`src/rtl/src_pkg.sv`:
```
// Shared constants and status codes for the cubic secant root finder.
// No dependencies.
`timescale 1ns / 1ps
`default_nettype none
package src_pkg;
  localparam int FRAC_BITS = 20;
  localparam int VW        = 32;             // value width, Q12.20
  localparam int MW        = 34;             // shared multiplier operand width
  localparam int PW        = 2 * MW;         // multiplier product width
  localparam int SQW       = 43;             // x^2 magnitude after scaling
  localparam int CUW       = 54;             // x^3 magnitude after scaling
  localparam int FW        = 56;             // signed f(x)
  localparam int FMW       = 55;             // |f| width
  localparam int DXW       = 33;             // |x1 - x0| width
  localparam int NUMW      = 88;             // |f1| * |dx| width
  localparam int DVW       = 56;             // |f1 - f0| width
  localparam int QW        = 34;             // capped quotient width
  localparam int QCAP_BIT  = VW + 1;         // quotient cap is 2^(VW+1)
  localparam int XEW       = 36;             // signed width for x1 - step
  localparam int TOLW      = 21;
  localparam int LIMW      = 10;
  localparam int CIW       = 2;              // config index width
  localparam int DIVCW     = 7;              // divider bit counter

  localparam logic [CIW-1:0] REG_TOLERANCE = 2'd0;
  localparam logic [CIW-1:0] REG_LIMIT     = 2'd1;

  localparam logic [TOLW-1:0] TOL_RESET = 21'd2;
  localparam logic [LIMW-1:0] LIM_RESET = 10'd1000;

  localparam logic [1:0] ST_CONVERGED = 2'd0;
  localparam logic [1:0] ST_FLAT      = 2'd1;
  localparam logic [1:0] ST_LIMIT     = 2'd2;
endpackage
`default_nettype wire

```
`src/rtl/src_mul.sv`:
```
// Shared unsigned multiplier with a registered product.
// Depends on src_pkg.
`timescale 1ns / 1ps
`default_nettype none
module src_mul import src_pkg::*; (
  input  wire logic          clk,
  input  wire logic [MW-1:0] a,
  input  wire logic [MW-1:0] b,
  output logic      [PW-1:0] p
);
  always_ff @(posedge clk) begin
    p <= PW'(a) * PW'(b);
  end
endmodule
`default_nettype wire

```
`config.mk`:
```
export PLATFORM = sky130hd
export DESIGN_NAME = src_mul
export DESIGN_NICKNAME = d
export VERILOG_FILES = /design/src/rtl/src_pkg.sv /design/src/rtl/src_mul.sv
export SDC_FILE = /design/constraint.sdc
export NUM_CORES = 2
export LEC_CHECK = 0
export ABC_AREA = 1
export ABC_CLOCK_PERIOD_IN_PS = 6300
export BUFFER_PORTS_ARGS = -buffer_cell sky130_fd_sc_hd__buf_2
export CAP_MARGIN = 5
export CORE_UTILIZATION = 52
export DETAILED_ROUTE_END_ITERATION = 8
export PLACE_DENSITY_LB_ADDON = 0.15
export SYNTH_ARGS = -nofsm -noshare
export SYNTH_HDL_FRONTEND = slang
export SYNTH_SLANG_ARGS = --single-unit
```
`constraint.sdc`:
```
create_clock -name clk -period 6.3 [get_ports clk]
set_input_delay 0 -clock clk [delete_from_list [all_inputs] [get_ports clk]]
set_output_delay 0 -clock clk [all_outputs]
set_load 0.05 [all_outputs]
```
### Word level (Yosys, flattened, before mapping)

Cells that the tools add are included.

| word-level totals | value |
|---|---|
| bits in registers | 68 |
| latch bits | 0 |
| RAM bits | 0 |
| bits in read-only memories | 0 |
| bits of input ports | 69 |
| output and inout port bits | 68 |
| word-level logic and storage cells | 2 |
| memories kept | 0 |

| cells by class | value |
|---|---|
| add/sub/neg operators | 0 |
| multipliers | 1 |
| div/mod/pow operators | 0 |
| magnitude comparators | 0 |
| equal/unequal tests | 0 |
| shifts and indexed selects | 0 |
| muxes and demuxes | 0 |
| bitwise logic cells | 0 |
| reductions and logical operators | 0 |

Operator list:

| operator | count |
|---|---|
| 34-bit by 34-bit multiplier with 68-bit output | 1 |

### Longest topological paths before layout

| logic depth | value |
|---|---|
| word-level depth | 1 |
| mapped depth | 33 |
| depth with buffers taken out | 31 |

### Least setup slack after synthesis

No wires, ideal clock.

| timing path | value |
|---|---|
| path type | in2reg |
| from | input b[10] |
| to | register p[65] |
| setup time | 0.112 ns |
| arrival time | 5.900 ns |
| required time | 6.188 ns |
| path slack | 0.287 ns |
| stages | 26 |
| buffers on the path | 2 |
| path through | clkbuf_1 > clkbuf_1 > nand2_1 > fa_1 > inv_1 > fa_1 > fa_1 > inv_1 > fa_1 > inv_1 > fa_1 > fa_1 > fa_1 > inv_1 > fa_1 > inv_1 > ha_1 > nand2_1 > nor2_2 > inv_2 > nor2_1 > nand2_1 > nor2_1 > nand2_1 > nand3_1 > nand2_1 |

| on the way | value |
|---|---|
| longest elaborated chain between the ends | 1 |

Ends and longest elaborated chain:

| what | line | text |
|---|---|---|
| start: declaration | src_mul.sv:8 | `input wire logic [MW-1:0] b,` |
| 34-bit by 34-bit multiplier with 68-bit output | src_mul.sv:12 | `p <= PW'(a) * PW'(b);` |
| end signal: assignment | src_mul.sv:12 |  |
| end: declaration | src_mul.sv:9 | `output logic [PW-1:0] p` |

No other way between the ends.

### Final worst setup path

| timing path | value |
|---|---|
| from | input b[1] |
| to | register p[65] |

The elaborated chain is that of the path after synthesis.

==> impl_metrics.csv <==
group,metric,value,unit
global_route,grt_pass1_wl,190000,µm
synth,synth-seq-cells,68,
layout,largest_reg_flops,68,
clock_network,cts_sinks,68,
global_route,grt_pass1_vias,34604,
floorplan,die_x,285,µm
synth,netlist_instances,5582,
routing,drtIter0Drc,2207,
clock_network,cts-root-buf,"clkbuf_16",
routing,drt_pass1_iterations,5,
sta,fin_crit_sh,96.7,%
floorplan,dieArea,81200,µm²
routing,vias,33205,
min_path,hold_start,"b[0]",
worst_setup_path,crit_path_end_kind,"flop",
layout,regMostFlops,"p",
worst_setup_path,path_common_cell,"inv_1",
layout,num-fill-cells,7439,
clock_network,clockBufferDepth,2,
routing,wl_per_cell,17.0,µm
place,gp_congestion,0.980,
sta,post-route-worst-setup-slack,0.208,ns
routing,drc,0,
synth,ys_types,23,
sta,slew_headroom,47.2,%
sta,worstMarginPinSlew,0.793,ns
floorplan,die_y,285,µm
clock_network,ctsHoldBuffers,0,
clock_network,cts_buffers,9,
sta,holdWs,0.251,ns
worst_setup_path,crit_path_max_incr_delay,0.55,ns
synth,synth_nets,6955,
worst_setup_path,cp_max_fo,12,
routing,ant_nets,0,
global_route,antenna_found_initial,9,
place,dp_hpwl,104000,µm
min_path,min_path_type,"in -> reg",
sta,setup_viol,0,
clock_network,path_clk_slew,0.06,ns
sta,max_freq,164,MHz
global_route,grt_max_degree,35,
job,cap_violations,0,
synth,ys_seq_area_share,3.27,%
floorplan,initial_core_util,52.6,%
place,portBuffers,136,
layout,drive_gt1_share,11.0,%
synth,avgSynthCellArea,7.46,µm²
sta,slew_violations,0,
worst_setup_path,worstSetupPathType,"in -> reg",
layout,area_growth,12.1,%
synth,synth_warnings,0,
floorplan,core,79100,µm²
place,place_ws,-0.462,ns
floorplan,fp-row-count,103,
clock_network,htreeDepth,3,
sta,finalHoldViolCount,0,
layout,fin_cells,6865,
sta,finalCriticalPeriod,6.09,ns
sta,rsz0062_at_grt,"yes",
outcome,outcome,"finished, final reports clean",
worst_setup_path,timing.critical_path.slowest_stage_cell,"fa_1",
layout,nNetsFinal,7180,
clock_network,tritoncts,"done",
synth,netlist_area,41600,µm²
min_path,min_to,"p[0]",
place,dp.cells,6846,
routing,via_per_inst,4.84,
floorplan,io_pins,137,
min_path,holdPathStages,3,
global_route,grtUsageTotal,30.2,%
worst_setup_path,arrival,6.32,ns
worst_setup_path,setup.worst_path.start_class,"input pin",
global_route,grt_overflow_total,0,
routing,drt-total-wl,117000,µm
worst_setup_path,worstPathRequired,6.53,ns
layout,top_regs,"p: 68 flops",
[worst max-delay path by stage]
stage	cells after the start	start	endpoint
3_3_place_gp	23	b[21]	p[66]
5_1_grt	29	a[23]	p[65]
3_5_place_dp	24	b[21]	p[61]
6_report	29	b[1]	p[65]
2_1_floorplan	26	b[10]	p[65]
4_1_cts	28	a[23]	p[65]
[Yosys cell counts (all sizes together)]
master,n,share of area [%]
a21oi,43,0.52
and2,3,0.045
clkbuf,272,2.5
clkinv,4,0.036
dfxtp,68,3.3
fa,1020,49
ha,284,8.5
inv,1851,17
nand2,1791,16
nand3,60,0.78
nand4,11,0.17
nor2,116,1.1
nor3,17,0.29
nor4,1,0.030
o21ai,3,0.036
or2,2,0.030
xnor2,2,0.042
xor2,34,0.72
[timing repair]
| item | in CTS | in global routing |
|---|---|---|
| gates resized for setup | 4 | 171 |
| pin swaps | 0 | 21 |
| buffers inserted | 0 | 0 |
| setup endpoints to repair | 22 | 52 |
| hold endpoints to repair | 0 | 0 |
[per-layer routing]
metal  global-route usage (%)  routed length [µm]  up-vias
met5                        0                  80        -
li1                         -                   -    15539
met1                     43.6               51200    16442
met2                     47.6               53000     1085
met4                     5.53                2150       12
met3                     5.82               10100      127
[layout by cell type (no fill, tap or decap), drive strengths merged, types with 3 or more instances in the layout]
cell type | Yosys | layout
a21oi | 43 | 43
and2 | 3 | 3
buf | 0 | 463
clkbuf | 272 | 35
clkinv | 4 | 6
dfxtp | 68 | 68
diode | 0 | 3
fa | 1020 | 1020
ha | 284 | 284
inv | 1851 | 1851
nand2 | 1791 | 1791
nand3 | 60 | 60
nand4 | 11 | 11
nor2 | 116 | 116
nor3 | 17 | 17
o21ai | 3 | 3
xor2 | 34 | 34
[critical path, delay by kind of cell]
kind,cells,cell delay [ns]
and+or+nand+nor,9,0.84
buffers and inverters,11,1.03
adders and majority gates,9,4.44
[cells by family (layout without fill, tap and decap cells)]
| group | count (synthesis) | count (layout) | share of synthesized area, % |
|---|---|---|---|
| buffers and inverters | 2127 | 2357 | 19.2 |
| xor gates and xnor gates | 36 | 36 | 0.757 |
| DFF | 68 | 68 | 3.27 |
| AOI/OAI and AO/OA | 46 | 46 | 0.553 |
| other | 0 | 3 | 0 |
| adders and majority gates | 1304 | 1304 | 57.6 |
| and+or+nand+nor | 2001 | 2001 | 18.7 |
[final cells by class]
cell class / count / area [µm²] / area share, %
antenna: 3 / 7.51 / 0.0161
clock buffer: 12 / 236 / 0.506
clock inverter: 4 / 73.8 / 0.158
inverter: 1855 / 6960 / 14.9
multi-input combinational: 3387 / 32800 / 70.2
sequential: 68 / 1360 / 2.92
tap: 1050 / 1310 / 2.81
timing repair buffer: 486 / 3940 / 8.44
[per-stage QoR]
stage               area, µm²  utilization, %  TNS, ns
finish                  46700            59.0        0
global route            46700            59.0   -0.170
CTS                     46100            58.2        0
detailed placement      45700            57.8   -15.32
global placement        45700            57.8   -14.43
floorplan               41600               -        0
Power is left out: the tool's default activity adds up to more than one toggle a clock period on the data nets, which glitch-free logic cannot reach.
