**config.mk**
```make
export PLATFORM = sky130hd
export DESIGN_NAME = src_div
export DESIGN_NICKNAME = d
export VERILOG_FILES = /design/src/rtl/src_pkg.sv /design/src/rtl/src_div.sv
export SDC_FILE = /design/constraint.sdc
export NUM_CORES = 1
export LEC_CHECK = 0
export BUFFER_PORTS_ARGS = -buffer_cell sky130_fd_sc_hd__buf_2
export CORE_UTILIZATION = 45
export DETAILED_ROUTE_END_ITERATION = 12
export PLACE_DENSITY = 0.72
export REMOVE_ABC_BUFFERS = 1
export SLEW_MARGIN = 20
export SYNTH_ARGS = -nofsm -noshare
export SYNTH_HDL_FRONTEND = slang
export SYNTH_SLANG_ARGS = --single-unit
```
**constraint.sdc**
```tcl
create_clock -name clk -period 2.9 [get_ports clk]
set_clock_uncertainty 0.15 [all_clocks]
set_input_delay 0.435 -clock clk [delete_from_list [all_inputs] [get_ports clk]]
set_output_delay 0.435 -clock clk [all_outputs]
set_load 0.05 [all_outputs]
```
**src/rtl/src_pkg.sv**
```systemverilog
// Shared constants and status codes for the cubic secant root finder.
// No dependencies.
`timescale 1ns / 1ps
`default_nettype none
package src_pkg;
  localparam int FRAC_BITS = 20;
  localparam int VW        = 32;             // value width, Q12.20
  localparam int MW        = 34;             // shared multiplier operand width
  localparam int PW        = 2 * MW;         // multiplier product width
  localparam int SQW       = 43;             // x^2 magnitude after scaling
  localparam int CUW       = 54;             // x^3 magnitude after scaling
  localparam int FW        = 56;             // signed f(x)
  localparam int FMW       = 55;             // |f| width
  localparam int DXW       = 33;             // |x1 - x0| width
  localparam int NUMW      = 88;             // |f1| * |dx| width
  localparam int DVW       = 56;             // |f1 - f0| width
  localparam int QW        = 34;             // capped quotient width
  localparam int QCAP_BIT  = VW + 1;         // quotient cap is 2^(VW+1)
  localparam int XEW       = 36;             // signed width for x1 - step
  localparam int TOLW      = 21;
  localparam int LIMW      = 10;
  localparam int CIW       = 2;              // config index width
  localparam int DIVCW     = 7;              // divider bit counter

  localparam logic [CIW-1:0] REG_TOLERANCE = 2'd0;
  localparam logic [CIW-1:0] REG_LIMIT     = 2'd1;

  localparam logic [TOLW-1:0] TOL_RESET = 21'd2;
  localparam logic [LIMW-1:0] LIM_RESET = 10'd1000;

  localparam logic [1:0] ST_CONVERGED = 2'd0;
  localparam logic [1:0] ST_FLAT      = 2'd1;
  localparam logic [1:0] ST_LIMIT     = 2'd2;
endpackage
`default_nettype wire

```
**src/rtl/src_div.sv**
```systemverilog
// Bit-serial restoring divider: one quotient bit per cycle, capped quotient.
// Depends on src_pkg.
`timescale 1ns / 1ps
`default_nettype none
module src_div import src_pkg::*; (
  input  wire logic            clk,
  input  wire logic            rst,
  input  wire logic            start,
  input  wire logic [NUMW-1:0] num,
  input  wire logic [DVW-1:0]  dv,
  output logic                 done,
  output logic      [QW-1:0]   q
);
  logic [NUMW-1:0]  numsh;
  logic [DVW-1:0]   rem;
  logic [DVW-1:0]   dvr;
  logic [QW-1:0]    qr;
  logic             sat;
  logic             run;
  logic [DIVCW-1:0] idx;
  logic [DVW:0]     rs;
  logic             ge;
  logic [DVW:0]     diff;
  logic             cap;

  assign rs   = {rem, numsh[NUMW-1]};
  assign ge   = rs >= {1'b0, dvr};
  assign diff = rs - {1'b0, dvr};
  assign cap  = sat | (qr[QW-1] & (|qr[QW-2:0]));
  assign q    = cap ? (QW'(1) << QCAP_BIT) : qr;

  always_ff @(posedge clk) begin
    if (rst) begin
      run  <= 1'b0;
      done <= 1'b0;
    end else begin
      done <= 1'b0;
      if (start) begin
        run <= 1'b1;
      end else if (run && idx == '0) begin
        run  <= 1'b0;
        done <= 1'b1;
      end
    end
  end

  always_ff @(posedge clk) begin
    if (start) begin
      numsh <= num;
      dvr   <= dv;
      rem   <= '0;
      qr    <= '0;
      sat   <= 1'b0;
      idx   <= DIVCW'(NUMW - 1);
    end else if (run) begin
      rem   <= ge ? diff[DVW-1:0] : rs[DVW-1:0];
      numsh <= {numsh[NUMW-2:0], 1'b0};
      qr    <= {qr[QW-2:0], ge};
      // a set bit at or above the quotient width means overflow
      if (ge && idx >= DIVCW'(QW)) sat <= 1'b1;
      idx   <= idx - 1'b1;
    end
  end
endmodule
`default_nettype wire

```
[Word level (Yosys, flattened, before mapping)]
Cells that the tools add are included.
Widths: inputs -> output; s select.
Word-level totals
  register bits: 244
  output and inout bits: 35
  word-level logic and storage cells: 29
  input bits: 147
Cells by class
  muxes and demuxes: 7
  reduce and logical (&&, ||, !) cells: 8
  $add $sub $neg: 2
  bitwise gates (word level): 2
  magnitude comparators: 2
Operators by type and width (count)
  $mux 88: 2
  $ge 57x56->1: 1
  $mux 56: 1
  $sub 56x56->56: 1
  $mux 34: 1
  $reduce_or 33->1: 1
  $ge 7x6->1 const B: 1
  $logic_not 7->1: 1
  $sub 7x1->7 const B: 1
  $reduce_bool 2->1: 2
  $mux 1: 3
  $logic_and 1x1->1: 2
  $reduce_and 2->1: 1
  $reduce_or 2->1: 1
  $and 1x1->1: 1
  $or 1x1->1: 1

[Longest topological paths before layout]
  depth in word-level cells: 4
  gate-level depth with buffers: 15
  mapped depth without buffers: 13

[Worst setup path before layout]
OpenSTA, ideal clock, no wires.
  kind: reg2reg
  start point: register run
  end point: register numsh[0] (enable)
  setup slack: -0.169 ns
  buffers on the path: 1
  clock period less this slack: 3.069 ns
  setup time: 0.443 ns
  stages on the path, launching flop included: 4
  arrival time: 2.477 ns
  path through: dfxtp_1 -> clkbuf_1 -> nor2_1 -> inv_1
Between the ends
  word-level cells in the longest chain between the ends: 1
Ends and longest elaborated chain
  start, declared: RTL line src_div.sv:19  | logic run;
  start signal, assigned: RTL line src_div.sv:34  | run <= 1'b0;
  start signal, assigned: RTL line src_div.sv:39  | run <= 1'b1;
  start signal, assigned: RTL line src_div.sv:41  | run <= 1'b0;
  $reduce_bool 2->1 (no source line)
  end signal, assigned: RTL line src_div.sv:49  | numsh <= num;
  end signal, assigned: RTL line src_div.sv:57  | numsh <= {numsh[NUMW-2:0], 1'b0};
  end, declared: RTL line src_div.sv:14  | logic [NUMW-1:0] numsh;
Every way passes these cells.
A chain may end at the register's enable or synchronous reset.

[Final worst setup path]
  start point: register dvr[53]
  end point: register rem[31]
Between the ends
  word-level cells in the longest chain between the ends: 2
Ends and longest elaborated chain
  start, declared: RTL line src_div.sv:16  | logic [DVW-1:0] dvr;
  start signal, assigned: RTL line src_div.sv:50  | dvr <= dv;
  $ge 57x56->1: RTL line src_div.sv:27  | assign ge = rs >= {1'b0, dvr};
  $mux 56: RTL line src_div.sv:56  | rem <= ge ? diff[DVW-1:0] : rs[DVW-1:0];
  end signal, assigned: RTL line src_div.sv:56
  end, declared: RTL line src_div.sv:15  | logic [DVW-1:0] rem;
Every way passes these cells.

==> results.toml <==
[status]
status = "complete, but fails checks"
violations = "negative setup slack"

[clock_tree]
insertion_delay_ns = 0.57
tritoncts = "done"
clock_path_buffers = 3
numClockSinks = 244
cts_inserted_buffers = 28
cts.htree.levels = 1
clkTransAtPathRegs_ns = 0.06
clock-root-buffer = "clkbuf_16"

[synth]
mappedNetlistArea_um2 = 13100
synth_edf_count = 144
yosysWarningCount = 0
synth_cells = 1259
yosysUniqueCellTypes = 66
yosysSeqAreaShare = 0.482
ys_ff_latch = 244
synthFlopType = "edfxtp_1"
async_flop_share = 0
avgSynthCellArea_um2 = 10.4

[hold_path]
hp-class = "in -> reg"
whs_path_depth = 2
min_from = "num[31]"
worstHoldEndpoint = "numsh[31]"

[global_route]
grt_pass1_wl_um = 60400
grt_overflow = 0
grt_usage = 0.246
grt_max_degree = 105
antenna_found_initial = 0
grt_pass1_vias = 11800

[finish]
fillers = 2116
syn_to_final_growth_pct = 47.2
layout-drive-gt1-share = 0.417
antenna_cells = 0
final_cell_mix = "191 x buf_4, 151 x buf_2, 144 x edfxtp_1, 112 x nor2_1, 93 x dfxtp_1"
fin_nets = 1924
fin_area_um2 = 19300
mostFrequentLayoutCell = "buf_4"

[die]
start_util = 0.458
dieWidth_um = 173
rows = 62
ios = 182
dieArea_um2 = 29900
core_um2 = 28700
die_height_um = 173

[routing]
wl_per_cell_um = 18.1
drtIter0Drc = 723
antenna_left = 0
dr_total_vias = 11500
viasPerCell = 5.40
drc = 0
wirelength_um = 38400
drtPass1Iterations = 5

[place]
io_buffers = 181
placed_area_um2 = 15600
hpwl_um = 23300
gp_congestion = 0.924

[worst_setup_path]
crit_type = "reg -> reg"
r2r_end = "rem[31]"
r2r_start = "dvr[53]"
worst-path-buf-inv = 4
crit_fanout = 8
slowest_stage = "ha_1"
crit_chain = "inv_1 > ha_1 > nand4_1 > nor3_1 > nand2_1 > o31ai_2 > a31oi_2 > o211ai_4 > buf_12 > buf_8 > buf_8 > mux2i_1 > a211oi_1"
critPathMostFrequentCell = "buf_8"
startpoint = "dvr[53]"
critPathLaunchType = "flip-flop"
cp_top_family = "simple AND/OR/NAND/NOR gates"
end_kind = "flip-flop"
arrival_ns = 3.53
rr_worst_depth = 13
critPathRequiredTime_ns = 3.16
max_stage_delay_ns = 0.44
r2r_slack_ns = -0.37

[sta]
fin_crit_ns = 3.27
fmax_ghz = 0.306
rsz0062_at_grt = "true"
slew_viol_final = 0
final-setup-viol-count = 87
hold_violations = 0
fin_ws_ns = -0.367
relSlewSlack = 0.509
tightest_slew_ns = 0.728
post-route-period-util = 1.13

[power_and_ir_drop]
p_total_uw = 10300
total_leakage_power_uw = 0.00817
ir_worst_vdd_mv = 0.531
power.density_nw_per_um2 = 533

[flow_run]
drv_cap = 0
## cells by family (layout without fill, tap and decap cells)
| group | after synthesis | after routing | synth area share |
|---|---|---|---|
| and+or+nand+nor | 332 | 332 | 0.119 |
| AOI/OAI and AO/OA | 273 | 273 | 0.135 |
| DFF | 244 | 244 | 0.482 |
| muxes | 152 | 152 | 0.124 |
| buffers and inverters | 146 | 627 | 0.0487 |
| adders and majority gates | 59 | 59 | 0.0568 |
| xor gates and xnor gates | 53 | 53 | 0.0353 |
## stage by stage
| step | std cells | setup TNS (ns) | hold slack, ns | utilization | setup slack [ns] |
|---|---|---|---|---|---|
| final | 2124 | -25.65 | 0.0115 | 0.674 | -0.367 |
| after global routing | 2124 | -33.06 | 0.00225 | 0.674 | -0.453 |
| after CTS | 2117 | -20.11 | 0.0000770 | 0.660 | -0.338 |
| after detailed placement | 1939 | -16.76 | 0.339 | 0.544 | -0.387 |
| after global placement | 1939 | -10.44 | 0.328 | 0.544 | -0.284 |
| after floorplan | 1195 | -382.20 | 0.293 | - | -3.22 |
## area by class of cell
| type | count | area (µm²) | share of cell area |
|---|---|---|---|
| clock inverter | 9 | 151 | 0.00783 |
| clock buffer | 43 | 777 | 0.0402 |
| tap | 384 | 480 | 0.0249 |
| timing repair buffer | 493 | 4130 | 0.214 |
| sequential | 244 | 6340 | 0.328 |
| multi-input combinational | 869 | 7150 | 0.370 |
| inverter | 82 | 309 | 0.0160 |
## per-layer routing
layer | GRT usage | vias to the layer above | part of all wire
met5 | 0 | - | 0
met4 | 0.0841 | 0 | 0.035
met3 | 0.0506 | 100 | 0.065
met2 | 0.426 | 397 | 0.49
met1 | 0.305 | 5492 | 0.41
li1 | - | 5481 | -
## worst max-delay path by stage
stage,cells after the start,slack [ns],end
2_1_floorplan,2,-3.22,numsh[0]
4_1_cts,7,-0.34,q[8]
3_5_place_dp,12,-0.39,rem[44]
5_1_grt,13,-0.45,rem[31]
6_report,13,-0.37,rem[31]
3_3_place_gp,14,-0.28,rem[37]
## flip-flops by register name, indices dropped and copies added, names as in the netlist
signal and count:
rem 56, dvr 56, run 1, numsh 88
sat 1, done 1, qr 34, idx 7
## synth_stat cells (all sizes together) (22+ instances only)
master | number | area [µm²]
nor2 | 123 | 462
and2 | 34 | 213
xor2 | 24 | 210
dfxtp | 100 | 2000
a21oi | 67 | 335
o21ai | 66 | 330
buf | 22 | 173
ha | 58 | 726
mux2i | 63 | 631
edfxtp | 144 | 4320
xnor2 | 29 | 254
a211oi | 36 | 275
inv | 82 | 308
nand2 | 81 | 304
a21o | 26 | 195
clkbuf | 42 | 159
mux2 | 89 | 1000
## power by group
| part | leakage, µW | internal [µW] | switching [µW] | total, µW |
|---|---|---|---|---|
| sequential | 0.00225 | 3970 | 125 | 4090 |
| clock | 0.000442 | 2120 | 1480 | 3600 |
| combinational | 0.00548 | 1310 | 1280 | 2600 |
| total | 0.00817 | 7400 | 2890 | 10300 |
## what timing repair did
item,in CTS,in global routing
setup endpoints to repair,87,87
resized for setup,293,100
endpoints found under the hold margin,82,0
gates cloned,12,0
pin swaps,74,61
hold buffers,81,0
buffers inserted,33,17
(Power assumes the default switching activity.)
